### config.mk
export PLATFORM = sky130hd
export DESIGN_NAME = flight_phase_apogee_detector_top_flat
export DESIGN_NICKNAME = d
export VERILOG_FILES = /design/src/sv/fpad_pkg.sv /design/src/sv/fpad_if.sv /design/src/sv/fpad_in_reg.sv /design/src/sv/fpad_tracker.sv /design/src/sv/flight_phase_apogee_detector_top.sv /design/src/flat_wrapper.sv
export SDC_FILE = /design/constraint.sdc
export NUM_CORES = 1
export LEC_CHECK = 0
export BUFFER_PORTS_ARGS = -buffer_cell sky130_fd_sc_hd__buf_2
export CORE_MARGIN = 4
export CORE_UTILIZATION = 47
export DETAILED_ROUTE_END_ITERATION = 8
export PLACE_DENSITY = 0.75
export SKIP_LAST_GASP = 1
export SLEW_MARGIN = 20
export SYNTH_ARGS = -nofsm -noshare
export SYNTH_HDL_FRONTEND = slang
export SYNTH_HIERARCHICAL = 1
export SYNTH_SLANG_ARGS = --single-unit
### constraint.sdc
create_clock -name clk -period 14 [get_ports clk]
set_clock_uncertainty 0.05 [all_clocks]
set_input_delay 1.4 -clock clk [delete_from_list [all_inputs] [get_ports clk]]
set_output_delay 1.4 -clock clk [all_outputs]
set_load 0.01 [all_outputs]
### src/sv/fpad_pkg.sv
// fpad_pkg: shared types and constants for the flight phase apogee detector
// no dependencies; used by fpad_tracker and the top-level wrapper
package fpad_pkg;

  // threshold register width and reset value (centimeters)
  localparam int unsigned THR_W     = 20;
  localparam logic [THR_W-1:0] THR_RESET = 20'd1000;

  // configuration port
  localparam int unsigned CFG_IDX_W = 1;
  localparam logic [CFG_IDX_W-1:0] REG_RISE = 1'd0;
  localparam logic [CFG_IDX_W-1:0] REG_FALL = 1'd1;

  // flight phase codes
  typedef enum logic [1:0] {
    PH_WAIT  = 2'd0,
    PH_REC   = 2'd1,
    PH_RECOV = 2'd2
  } phase_t;

  // handshake control between the input register and the tracker
  typedef struct packed {
    logic valid;    // input register holds a beat
    logic advance;  // result register can take a beat this cycle
  } stage_ctrl_t;

endpackage

### src/sv/fpad_if.sv
// fpad_if: valid/ready stream interfaces for samples and results
// depends on nothing; widths follow the altitude width parameter
interface fpad_in_if #(
  parameter int unsigned ALT_WIDTH = 24
);
  logic                 valid;
  logic                 ready;
  logic                 button_level;
  logic [ALT_WIDTH-1:0] altitude;

  modport source (output valid, output button_level, output altitude, input ready);
  modport sink   (input valid, input button_level, input altitude, output ready);
endinterface

interface fpad_out_if #(
  parameter int unsigned ALT_WIDTH = 24
);
  logic                 valid;
  logic                 ready;
  logic [1:0]           phase;
  logic                 ascended;
  logic                 descending;
  logic [ALT_WIDTH-1:0] min_altitude;
  logic [ALT_WIDTH-1:0] max_altitude;

  modport source (output valid, output phase, output ascended, output descending,
                  output min_altitude, output max_altitude, input ready);
  modport sink   (input valid, input phase, input ascended, input descending,
                  input min_altitude, input max_altitude, output ready);
endinterface

### src/sv/fpad_in_reg.sv
// fpad_in_reg: input register for sample beats
// depends on fpad_in_if
module fpad_in_reg #(
  parameter int unsigned ALT_WIDTH = 24
) (
  input  logic                 clk,
  input  logic                 rst,
  fpad_in_if.sink              samples,
  input  logic                 advance,
  output logic                 valid,
  output logic                 button_level,
  output logic [ALT_WIDTH-1:0] altitude
);

  // take a new beat when empty or when the held one moves on
  assign samples.ready = !valid || advance;

  always_ff @(posedge clk) begin
    if (rst) begin
      valid <= 1'b0;
    end else if (samples.ready) begin
      valid <= samples.valid;
    end
  end

  // payload
  always_ff @(posedge clk) begin
    if (samples.valid && samples.ready) begin
      button_level <= samples.button_level;
      altitude     <= samples.altitude;
    end
  end

endmodule

### src/sv/fpad_tracker.sv
// fpad_tracker: flight state, threshold registers and single-pass update logic
// depends on fpad_pkg
module fpad_tracker #(
  parameter int unsigned ALT_WIDTH = 24
) (
  input  logic                           clk,
  input  logic                           rst,
  input  logic                           cfg_we,
  input  logic [fpad_pkg::CFG_IDX_W-1:0] cfg_index,
  input  logic [fpad_pkg::THR_W-1:0]     cfg_data,
  input  fpad_pkg::stage_ctrl_t          ctrl,
  input  logic                           button_level,
  input  logic [ALT_WIDTH-1:0]           altitude,
  output fpad_pkg::phase_t               phase_next,
  output logic                           ascend_next,
  output logic                           descend_next,
  output logic [ALT_WIDTH-1:0]           min_next,
  output logic [ALT_WIDTH-1:0]           max_next
);

  // wide enough for a sample plus a threshold without wrap
  localparam int unsigned SW =
    ((ALT_WIDTH > fpad_pkg::THR_W) ? ALT_WIDTH : fpad_pkg::THR_W) + 2;

  function automatic logic signed [SW-1:0] sx(input logic [ALT_WIDTH-1:0] v);
    sx = {{(SW-ALT_WIDTH){v[ALT_WIDTH-1]}}, v};
  endfunction

  function automatic logic signed [SW-1:0] zx(input logic [fpad_pkg::THR_W-1:0] v);
    zx = {{(SW-fpad_pkg::THR_W){1'b0}}, v};
  endfunction

  logic [fpad_pkg::THR_W-1:0] rise_threshold;
  logic [fpad_pkg::THR_W-1:0] fall_threshold;

  fpad_pkg::phase_t     phase;
  logic                 armed;
  logic                 ascend_flag;
  logic                 descend_flag;
  logic [ALT_WIDTH-1:0] min_alt;
  logic [ALT_WIDTH-1:0] max_alt;
  logic                 armed_next;
  logic                 fire;

  assign fire = ctrl.valid && ctrl.advance;

  // threshold registers
  always_ff @(posedge clk) begin
    if (rst) begin
      rise_threshold <= fpad_pkg::THR_RESET;
      fall_threshold <= fpad_pkg::THR_RESET;
    end else if (cfg_we) begin
      unique case (cfg_index)
        fpad_pkg::REG_RISE: rise_threshold <= cfg_data;
        fpad_pkg::REG_FALL: fall_threshold <= cfg_data;
        default: ;
      endcase
    end
  end

  // update in the order of the flight rules
  always_comb begin
    phase_next   = phase;
    armed_next   = armed;
    ascend_next  = ascend_flag;
    descend_next = descend_flag;
    min_next     = min_alt;
    max_next     = max_alt;
    if (!button_level && phase == fpad_pkg::PH_WAIT) begin
      phase_next = fpad_pkg::PH_REC;
    end
    if (phase_next == fpad_pkg::PH_REC) begin
      // first sample seeds the minimum
      if (!armed) begin
        min_next   = altitude;
        armed_next = 1'b1;
      end
      if ($signed(altitude) < $signed(min_next)) begin
        min_next = altitude;
      end
      if (!ascend_next) begin
        max_next = '0;
      end
      if (!ascend_next && (sx(altitude) > sx(min_next) + zx(rise_threshold))) begin
        ascend_next = 1'b1;
      end
      // zero maximum means unset
      if (ascend_next && max_next == '0) begin
        max_next = altitude;
      end
      if (ascend_next && ($signed(altitude) > $signed(max_next))) begin
        max_next = altitude;
      end
      if (ascend_next && (sx(altitude) + zx(fall_threshold) < sx(max_next))) begin
        descend_next = 1'b1;
        ascend_next  = 1'b0;
        phase_next   = fpad_pkg::PH_RECOV;
      end
    end
  end

  // state registers
  always_ff @(posedge clk) begin
    if (rst) begin
      phase        <= fpad_pkg::PH_WAIT;
      armed        <= 1'b0;
      ascend_flag  <= 1'b0;
      descend_flag <= 1'b0;
      min_alt      <= '0;
      max_alt      <= '0;
    end else if (fire) begin
      phase        <= phase_next;
      armed        <= armed_next;
      ascend_flag  <= ascend_next;
      descend_flag <= descend_next;
      min_alt      <= min_next;
      max_alt      <= max_next;
    end
  end

  // recovery is terminal
  a_recov_holds: assert property (@(posedge clk) disable iff (rst)
    phase == fpad_pkg::PH_RECOV |=> phase == fpad_pkg::PH_RECOV)
    else $error("left recovery phase");

  a_flags_exclusive: assert property (@(posedge clk) disable iff (rst)
    !(ascend_flag && descend_flag))
    else $error("ascent and descent both flagged");

  a_max_needs_ascent: assert property (@(posedge clk) disable iff (rst)
    max_alt != '0 |-> (ascend_flag || descend_flag))
    else $error("maximum set before ascent");

  a_armed_not_waiting: assert property (@(posedge clk) disable iff (rst)
    armed |-> phase != fpad_pkg::PH_WAIT)
    else $error("armed while waiting");

endmodule

### src/sv/flight_phase_apogee_detector_top.sv
// flight_phase_apogee_detector_top: stream wrapper with input and result registers
// depends on fpad_pkg, fpad_if, fpad_in_reg, fpad_tracker
//
// Takes one beat per clock: a beat is accepted every cycle as long as results
// are taken; each beat passes through the input register, one pass of
// compare-and-update logic and the result register. The flight state updates in
// that single pass, so consecutive samples need no spacing. The user must write
// thresholds via cfg_we/cfg_index/cfg_data while idle; the block does not check.
module flight_phase_apogee_detector_top #(
  parameter int unsigned ALT_WIDTH = 24
) (
  input  logic                           clk,
  input  logic                           rst,
  fpad_in_if.sink                        samples,
  fpad_out_if.source                     results,
  input  logic                           cfg_we,
  input  logic [fpad_pkg::CFG_IDX_W-1:0] cfg_index,
  input  logic [fpad_pkg::THR_W-1:0]     cfg_data
);

  fpad_pkg::stage_ctrl_t ctrl;
  logic                  hold_valid;
  logic                  hold_button;
  logic [ALT_WIDTH-1:0]  hold_alt;
  fpad_pkg::phase_t      phase_next;
  logic                  ascend_next;
  logic                  descend_next;
  logic [ALT_WIDTH-1:0]  min_next;
  logic [ALT_WIDTH-1:0]  max_next;

  // result register frees up when empty or taken
  assign ctrl.valid   = hold_valid;
  assign ctrl.advance = !results.valid || results.ready;

  fpad_in_reg #(.ALT_WIDTH(ALT_WIDTH)) u_in_reg (
    .clk          (clk),
    .rst          (rst),
    .samples      (samples),
    .advance      (ctrl.advance),
    .valid        (hold_valid),
    .button_level (hold_button),
    .altitude     (hold_alt)
  );

  fpad_tracker #(.ALT_WIDTH(ALT_WIDTH)) u_tracker (
    .clk          (clk),
    .rst          (rst),
    .cfg_we       (cfg_we),
    .cfg_index    (cfg_index),
    .cfg_data     (cfg_data),
    .ctrl         (ctrl),
    .button_level (hold_button),
    .altitude     (hold_alt),
    .phase_next   (phase_next),
    .ascend_next  (ascend_next),
    .descend_next (descend_next),
    .min_next     (min_next),
    .max_next     (max_next)
  );

  // result register valid
  always_ff @(posedge clk) begin
    if (rst) begin
      results.valid <= 1'b0;
    end else if (ctrl.advance) begin
      results.valid <= hold_valid;
    end
  end

  // result payload
  always_ff @(posedge clk) begin
    if (ctrl.advance && hold_valid) begin
      results.phase        <= 2'(phase_next);
      results.ascended     <= ascend_next;
      results.descending   <= descend_next;
      results.min_altitude <= min_next;
      results.max_altitude <= max_next;
    end
  end

  // input stalls only behind a stalled result
  a_stall_cause: assert property (@(posedge clk) disable iff (rst)
    !samples.ready |-> (results.valid && !results.ready))
    else $error("input stalled without output backpressure");

  a_descent_recov: assert property (@(posedge clk) disable iff (rst)
    results.valid |-> (results.descending ==
                       (results.phase == 2'(fpad_pkg::PH_RECOV))))
    else $error("descent flag and recovery phase disagree");

endmodule
### src/flat_wrapper.sv
// flat-port wrapper written by rule: the top's interface ports become plain ports
module flight_phase_apogee_detector_top_flat 
#(
  parameter int unsigned ALT_WIDTH = 24
)
  (clk, rst, cfg_we, cfg_index, cfg_data, samples_valid, samples_button_level, samples_altitude, samples_ready, results_valid, results_phase, results_ascended, results_descending, results_min_altitude, results_max_altitude, results_ready);
  fpad_in_if #(.ALT_WIDTH(ALT_WIDTH)) samples_i ();
  fpad_out_if #(.ALT_WIDTH(ALT_WIDTH)) results_i ();
  input  logic clk;
  input  logic rst;
  input  logic cfg_we;
  input  logic [fpad_pkg::CFG_IDX_W-1:0] cfg_index;
  input  logic [fpad_pkg::THR_W-1:0] cfg_data;
  input wire logic [$bits(samples_i.valid)-1:0] samples_valid;
  input wire logic [$bits(samples_i.button_level)-1:0] samples_button_level;
  input wire logic [$bits(samples_i.altitude)-1:0] samples_altitude;
  output wire logic [$bits(samples_i.ready)-1:0] samples_ready;
  output wire logic [$bits(results_i.valid)-1:0] results_valid;
  output wire logic [$bits(results_i.phase)-1:0] results_phase;
  output wire logic [$bits(results_i.ascended)-1:0] results_ascended;
  output wire logic [$bits(results_i.descending)-1:0] results_descending;
  output wire logic [$bits(results_i.min_altitude)-1:0] results_min_altitude;
  output wire logic [$bits(results_i.max_altitude)-1:0] results_max_altitude;
  input wire logic [$bits(results_i.ready)-1:0] results_ready;
  assign samples_i.valid = samples_valid;
  assign samples_i.button_level = samples_button_level;
  assign samples_i.altitude = samples_altitude;
  assign samples_ready = samples_i.ready;
  assign results_valid = results_i.valid;
  assign results_phase = results_i.phase;
  assign results_ascended = results_i.ascended;
  assign results_descending = results_i.descending;
  assign results_min_altitude = results_i.min_altitude;
  assign results_max_altitude = results_i.max_altitude;
  assign results_i.ready = results_ready;
  flight_phase_apogee_detector_top #(.ALT_WIDTH(ALT_WIDTH)) u_core (.clk(clk), .rst(rst), .samples(samples_i), .results(results_i), .cfg_we(cfg_we), .cfg_index(cfg_index), .cfg_data(cfg_data));
endmodule
==> results.sh, run 1 <==
export IMPL_finalSetupViolations=0
export IMPL_grt_ovfl_total=0
export IMPL_powerDensity_nw_per_um2=132
export IMPL_design_core_area_um2=24200
export IMPL_synth_top_area_frac=0.201
export IMPL_worstReg2RegStart="u_core/u_tracker/armed"
export IMPL_reg2reg_slack_ns=0.92
export IMPL_synthCells=1275
export IMPL_yosysTopAreaCell="edfxtp_1"
export IMPL_worstHoldPathCells=2
export IMPL_cp_startpoint="u_core/u_tracker/armed"
export IMPL_grt_first_pass_wirelength_um=51200
export IMPL_ys_flop_type="dfxtp_1"
export IMPL_dpl_hpwl_um=23100
export IMPL_gp_congestion=0.937
export IMPL_async_reset_ff_frac=0
export IMPL_cts_htree_levels=4
export IMPL_syn_area_um2=11500
export IMPL_syn_nets=1464
export IMPL_share_comb_of_total_power=0.352
export IMPL_cp_top_family="compound AO/OA/AOI/OAI gates"
export IMPL_cts_resized=0
export IMPL_antenna_found_initial=0
export IMPL_initial_core_util=0.475
export IMPL_synth_cell_type_count=65
export IMPL_intPower_w=0.00109
export IMPL_path_buf_inv=5
export IMPL_cp_required_ns=14.15
export IMPL_design_area_um2=12900
export IMPL_nNetsFinal=1536
export IMPL_dp_slack_ns=0.912
export IMPL_hp_class="flip-flop to flip-flop"
export IMPL_grt_pass1_vias=9819
export IMPL_ctsLongestPathBuffers=2
export IMPL_crit_path_end_kind="flip-flop"
export IMPL_placedInstanceArea_um2=12300
export IMPL_crit_slowest_cell="a2111oi_0"
export IMPL_crit_path_max_incr_delay_ns=0.63
export IMPL_cts_tree="yes"
export IMPL_fin_ws_ns=0.922
export IMPL_rows=57
export IMPL_cts_root_buf="clkbuf_16"
export IMPL_synth_seq_cells=172
export IMPL_grt_start_max_net_pins=98
export IMPL_n_antenna_cell=0
export IMPL_slew_viol_final=0
export IMPL_status="finished, final reports clean"
export IMPL_timing_final_crit_share=0.934
export IMPL_clock_latency_ns=0.44
export IMPL_rsz0062_at_grt="no"
export IMPL_vias=10200
export IMPL_via_per_inst=6.08
export IMPL_firstDrtPassIters=6
export IMPL_routed_wl_um=32800
export IMPL_crit_type="flip-flop to flip-flop"
export IMPL_pwr_share_seq=0.354
export IMPL_final_antenna_net_count=0
export IMPL_cp_max_fo=25
export IMPL_holdBufCountCts=0
export IMPL_synth_area_per_cell_um2=9.04
export IMPL_n_fill_cell=2196
export IMPL_grt_total_usage=0.239
export IMPL_hold_violations=0
export IMPL_max_freq_mhz=76.5
export IMPL_drv_cap=0
export IMPL_synth_area_leaders="edfxtp_1, dfxtp_1, ha_1"
export IMPL_numClockSinks=172
export IMPL_path_clk_slew_ns=0.07
export IMPL_post_cts_buffers=0
export IMPL_worstSetupStartpointType="flip-flop"
export IMPL_ir_drop_uv=65.1
export IMPL_portBuffers=104
export IMPL_first_iter_violations=1107
export IMPL_die_w_um=165
export IMPL_power_leakage_nw=5.61
export IMPL_area_growth_pct=11.9
export IMPL_ys_seq_area_frac=0.365
export IMPL_slew_headroom=0.290
export IMPL_worst_endpoint_arrival_ns=13.23
export IMPL_crit_cells=50
export IMPL_swShare=0.360
export IMPL_wl_per_cell_um=19.5
export IMPL_clkPwrFrac=0.295
export IMPL_die_area_um2=27100
export IMPL_die_h_um=165
export IMPL_r2r_worst_path_cells=50
export IMPL_cts_buffers=17
export IMPL_ios=105
export IMPL_yosysWarnings=6
export IMPL_layout_min_cycle_time_ns=13.08
export IMPL_fin_tns_setup_ns=0
export IMPL_drc=0
export IMPL_critPathCapture="u_core/results.descending"
export IMPL_tightest_slew_ns=1.06
export IMPL_net_switching_power_w=0.000615
export IMPL_synth_edff_count=77
export IMPL_r2r_end="u_core/results.descending"
export IMPL_drive_gt1_frac=0.127
[worst reg2reg max path, delay by kind of cell, from the launching register on]
| kind | cells | cell delay [ns] |
|---|---|---|
| simple gates | 11 | 2.38 |
| flops | 1 | 0.55 |
| buf+inv | 5 | 1.02 |
| fa+ha+maj | 6 | 1.71 |
| xor+xnor | 1 | 0.15 |
| mux | 3 | 0.71 |
| compound gates | 24 | 6.29 |
[worst min-delay path by stage]
stage                                        start                                  end  slack [ns]
5_1_grt                u_core/u_tracker/min_alt[1]          u_core/u_tracker/min_alt[1]        0.44
3_5_place_dp   u_core/u_tracker/fall_threshold[12]  u_core/u_tracker/fall_threshold[12]        0.40
4_1_cts        u_core/u_tracker/fall_threshold[12]  u_core/u_tracker/fall_threshold[12]        0.41
2_1_floorplan   u_core/u_tracker/fall_threshold[0]   u_core/u_tracker/fall_threshold[0]        0.39
3_3_place_gp   u_core/u_tracker/rise_threshold[13]  u_core/u_tracker/rise_threshold[13]        0.40
6_report       u_core/u_tracker/fall_threshold[12]  u_core/u_tracker/fall_threshold[12]        0.41
[state kept, by name, indices dropped and copies added, names as in the netlist]
name and count:
u_core/u_in_reg/valid 1, u_core/u_tracker/descend_flag 1, u_core/u_tracker/max_alt 24, u_core/u_in_reg/button_level 1, u_core/u_tracker/fall_threshold 20, u_core/results.descending 1
u_core/results.min_altitude 24, u_core/u_tracker/phase 2, u_core/u_tracker/min_alt 24, u_core/u_tracker/armed 1, u_core/results.phase 2, u_core/results.max_altitude 24
u_core/results.valid 1, u_core/u_tracker/rise_threshold 20, u_core/results.ascended 1, u_core/u_tracker/ascend_flag 1, u_core/u_in_reg/altitude 24
[cell usage after synthesis (7+ instances only)]
cell type,number
nand2b_1,13
a22o_1,24
and4_1,7
o21ai_0,29
nand2_1,229
a21oi_1,115
nand3_1,19
buf_2,12
a21boi_0,7
o21a_1,9
clkbuf_1,40
nor4_1,7
a32oi_1,23
nand4_1,19
nor2_1,65
xnor2_1,29
mux2i_1,47
edfxtp_1,77
nand3b_1,13
ha_1,136
a21o_1,36
inv_1,45
a211oi_1,9
dfxtp_1,95
xor2_1,12
nor3_1,10
buf_1,8
and3_1,10
a22oi_1,38
[power by group through the flow]
stage                     Sequential, W  Combinational [W]  Clock, W
after detailed placement       0.000613           0.000576         0
after global routing           0.000607           0.000665  0.000533
after CTS                      0.000602           0.000584  0.000511
after floorplan                0.000603           0.000438         0
final                          0.000604           0.000600  0.000503
after global placement         0.000613           0.000559         0
[placed cells by master (no fill, tap or decap), types with 38 or more instances in the layout]
| cell type | synthesis | layout |
|---|---|---|
| buf_2 | 12 | 104 |
| dfxtp_1 | 95 | 93 |
| mux2i_1 | 47 | 47 |
| nor2_1 | 65 | 65 |
| nand2_1 | 229 | 229 |
| a22oi_1 | 38 | 38 |
| inv_1 | 45 | 45 |
| edfxtp_1 | 77 | 77 |
| ha_1 | 136 | 136 |
| a21oi_1 | 115 | 113 |
[cell type report]
cell class                 count  area, µm²  share of cell area
multi-input combinational    996       6900               0.535
clock buffer                  18        439              0.0340
tap                          324        405              0.0314
timing repair buffer         115        603              0.0467
sequential                   172       4220               0.327
inverter                      45        169              0.0131
clock inverter                14        169              0.0131
[routing by layer]
metal | vias up | share of wire | track usage
met5 | - | 0 | 0
met4 | 0 | 0.040 | 0.104
met3 | 104 | 0.079 | 0.0364
met2 | 508 | 0.44 | 0.376
met1 | 4782 | 0.44 | 0.327
li1 | 4839 | - | -
[logic make-up after synthesis]
family | after synthesis | synth area share
AND/OR/NAND/NOR | 424 | 0.170
flip-flops | 172 | 0.365
multiplexers | 51 | 0.0447
buffers and inverters | 108 | 0.0379
adder cells (fa/ha/maj) | 138 | 0.151
XOR/XNOR | 41 | 0.0311
AO/OA/AOI/OAI | 341 | 0.200
[metrics by stage]
step	hold slack (ns)	power, W	utilization	instances
after CTS	0.413	0.00170	0.532	1683
final	0.410	0.00171	0.532	1684
after detailed placement	0.403	0.00119	0.507	1651
after floorplan	0.390	0.00104	-	1275
after global placement	0.397	0.00117	0.507	1651
after global routing	0.442	0.00180	0.532	1684
No activity file was read; power rests on OpenSTA's default activity.
==> run 2: changes to the inputs <==
--- a/config.mk
+++ b/config.mk
@@ -5,11 +5,13 @@
 export SDC_FILE = /design/constraint.sdc
 export NUM_CORES = 1
 export LEC_CHECK = 0
+export ABC_CLOCK_PERIOD_IN_PS = 14000
 export BUFFER_PORTS_ARGS = -buffer_cell sky130_fd_sc_hd__buf_2
 export CORE_MARGIN = 4
 export CORE_UTILIZATION = 47
+export CTS_CLUSTER_SIZE = 20
 export DETAILED_ROUTE_END_ITERATION = 8
-export PLACE_DENSITY = 0.75
+export PLACE_DENSITY = 0.65
 export SKIP_LAST_GASP = 1
 export SLEW_MARGIN = 20
 export SYNTH_ARGS = -nofsm -noshare
==> results.sh, run 2 (synthesized netlist as in run 1, its figures left out) <==
export IMPL_crit_path_max_incr_delay_ns=0.72
export IMPL_crit_slowest_cell="dfxtp_1"
export IMPL_die_w_um=165
export IMPL_post_cts_buffers=0
export IMPL_cts_root_buf="clkbuf_16"
export IMPL_design_core_area_um2=24200
export IMPL_grt_pass1_vias=9180
export IMPL_hp_class="flip-flop to flip-flop"
export IMPL_drc=0
export IMPL_dp_slack_ns=1.10
export IMPL_max_freq_mhz=77.8
export IMPL_crit_type="flip-flop to flip-flop"
export IMPL_rows=57
export IMPL_drv_cap=0
export IMPL_tightest_slew_ns=1.08
export IMPL_hp_start="u_core/u_tracker/fall_threshold[10]"
export IMPL_cts_htree_levels=4
export IMPL_dpl_hpwl_um=23600
export IMPL_fin_ws_ns=1.15
export IMPL_fin_tns_setup_ns=0
export IMPL_wl_per_cell_um=19.6
export IMPL_vias=9929
export IMPL_final_cell_mix="nand2_1, ha_1, a21oi_1, buf_2, dfxtp_1"
export IMPL_layout_min_cycle_time_ns=12.85
export IMPL_n_antenna_cell=0
export IMPL_crit_path_end_kind="flip-flop"
export IMPL_routed_wl_um=33100
export IMPL_slew_headroom=0.278
export IMPL_clock_latency_ns=0.44
export IMPL_cts_tree="yes"
export IMPL_grt_ovfl_total=0
export IMPL_final_antenna_net_count=0
export IMPL_powerDensity_nw_per_um2=132
export IMPL_timing_final_crit_share=0.918
export IMPL_n_fill_cell=2274
export IMPL_numClockSinks=172
export IMPL_status="finished, final reports clean"
export IMPL_worstReg2RegStart="u_core/u_tracker/armed"
export IMPL_gp_congestion=0.906
export IMPL_grt_first_pass_wirelength_um=51700
export IMPL_firstDrtPassIters=5
export IMPL_first_iter_violations=913
export IMPL_layout_cells_most_common="nand2_1"
export IMPL_ios=105
export IMPL_rsz0062_at_grt="no"
export IMPL_initial_core_util=0.475
export IMPL_finalSetupViolations=0
export IMPL_path_clk_slew_ns=0.07
export IMPL_worstSetupStartpointType="flip-flop"
export IMPL_crit_top_cell="a21o_1"
export IMPL_cts_buffers=17
export IMPL_area_growth_pct=12.0
export IMPL_die_area_um2=27100
export IMPL_grt_total_usage=0.244
export IMPL_worst_endpoint_arrival_ns=12.96
export IMPL_via_per_inst=5.89
export IMPL_nNetsFinal=1537
export IMPL_die_h_um=165
export IMPL_cp_max_fo=23
export IMPL_cp_required_ns=14.11
export IMPL_hold_violations=0
export IMPL_grt_start_max_net_pins=98
export IMPL_antenna_found_initial=0
export IMPL_cp_startpoint="u_core/u_tracker/armed"
export IMPL_drive_gt1_frac=0.127
export IMPL_ir_drop_uv=66.6
export IMPL_slew_viol_final=0
export IMPL_power_leakage_nw=5.63
export IMPL_ctsLongestPathBuffers=2
export IMPL_portBuffers=104
## run 2: cell types whose count changed in the layout (fill, tap and decap cells not counted)
cell / delta
clkbuf_8: +3
bufinv_16: -1
dfxtp_2: -2
inv_6: +2
a21o_2: +1
buf_4: +1
a21o_1: -1
clkinvlp_4: -2
inv_8: +1
dfxtp_1: +2
clkinv_4: -2
inv_4: -1
## run 2: worst max-delay path: cells and delay by family, from the launching register on
family                   cells  cell delay, ns
flip-flops                   1            0.72
XOR/XNOR                     1            0.16
AO/OA/AOI/OAI               28            6.47
adder cells (fa/ha/maj)      6            1.65
multiplexers                 4            0.84
AND/OR/NAND/NOR              8            1.53
buffers and inverters        5            1.16
## run 2: final cells by class
type	count	area, µm²	area share
Clock buffer	21	480	0.0372
Clock inverter	11	129	0.00998
Inverter	45	169	0.0131
Multi-Input combinational cell	996	6900	0.535
Sequential cell	172	4210	0.326
Tap cell	324	405	0.0314
Timing Repair Buffer	116	611	0.0473
## run 2: metrics by stage
| stage | total power (W) | hold slack, ns | util | cells | area [µm²] |
|---|---|---|---|---|---|
| floorplan | 0.00104 | 0.390 | - | 1275 | 11500 |
| global placement | 0.00118 | 0.399 | 0.507 | 1652 | 12300 |
| detailed placement | 0.00119 | 0.404 | 0.507 | 1652 | 12300 |
| CTS | 0.00170 | 0.415 | 0.532 | 1684 | 12900 |
| global route | 0.00180 | 0.427 | 0.533 | 1685 | 12900 |
| finish | 0.00170 | 0.413 | 0.533 | 1685 | 12900 |
## run 2: repair_timing
item,4_1_cts,5_1_grt
hold endpoints to repair,0,0
setup endpoints to repair,0,5
hold buffers,0,0
resized for setup,0,0
## run 2: path summary, 6_finish.rpt
path	cells after the start	slack, ns	endpoint
hold reg to reg	2	0.41	u_core/u_tracker/fall_threshold[10]
setup reg to reg	52	1.15	u_core/results.phase[0]
setup / recovery	52	1.15	u_core/results.phase[0]
hold / removal	2	0.41	u_core/u_tracker/fall_threshold[10]
## run 2: power by group
group	total [W]	switching (W)	internal (W)	leakage (nW)
combinational	0.000597	0.000357	0.000240	3.80
sequential	0.000603	0.0000371	0.000566	1.52
clock	0.000499	0.000215	0.000285	0.302
## run 2: metal layers
metal / wire [µm] / GRT usage
met1: 15900 / 0.362
met2: 14500 / 0.374
met3: 2110 / 0.0352
met4: 646 / 0.0631
met5: 0 / 0
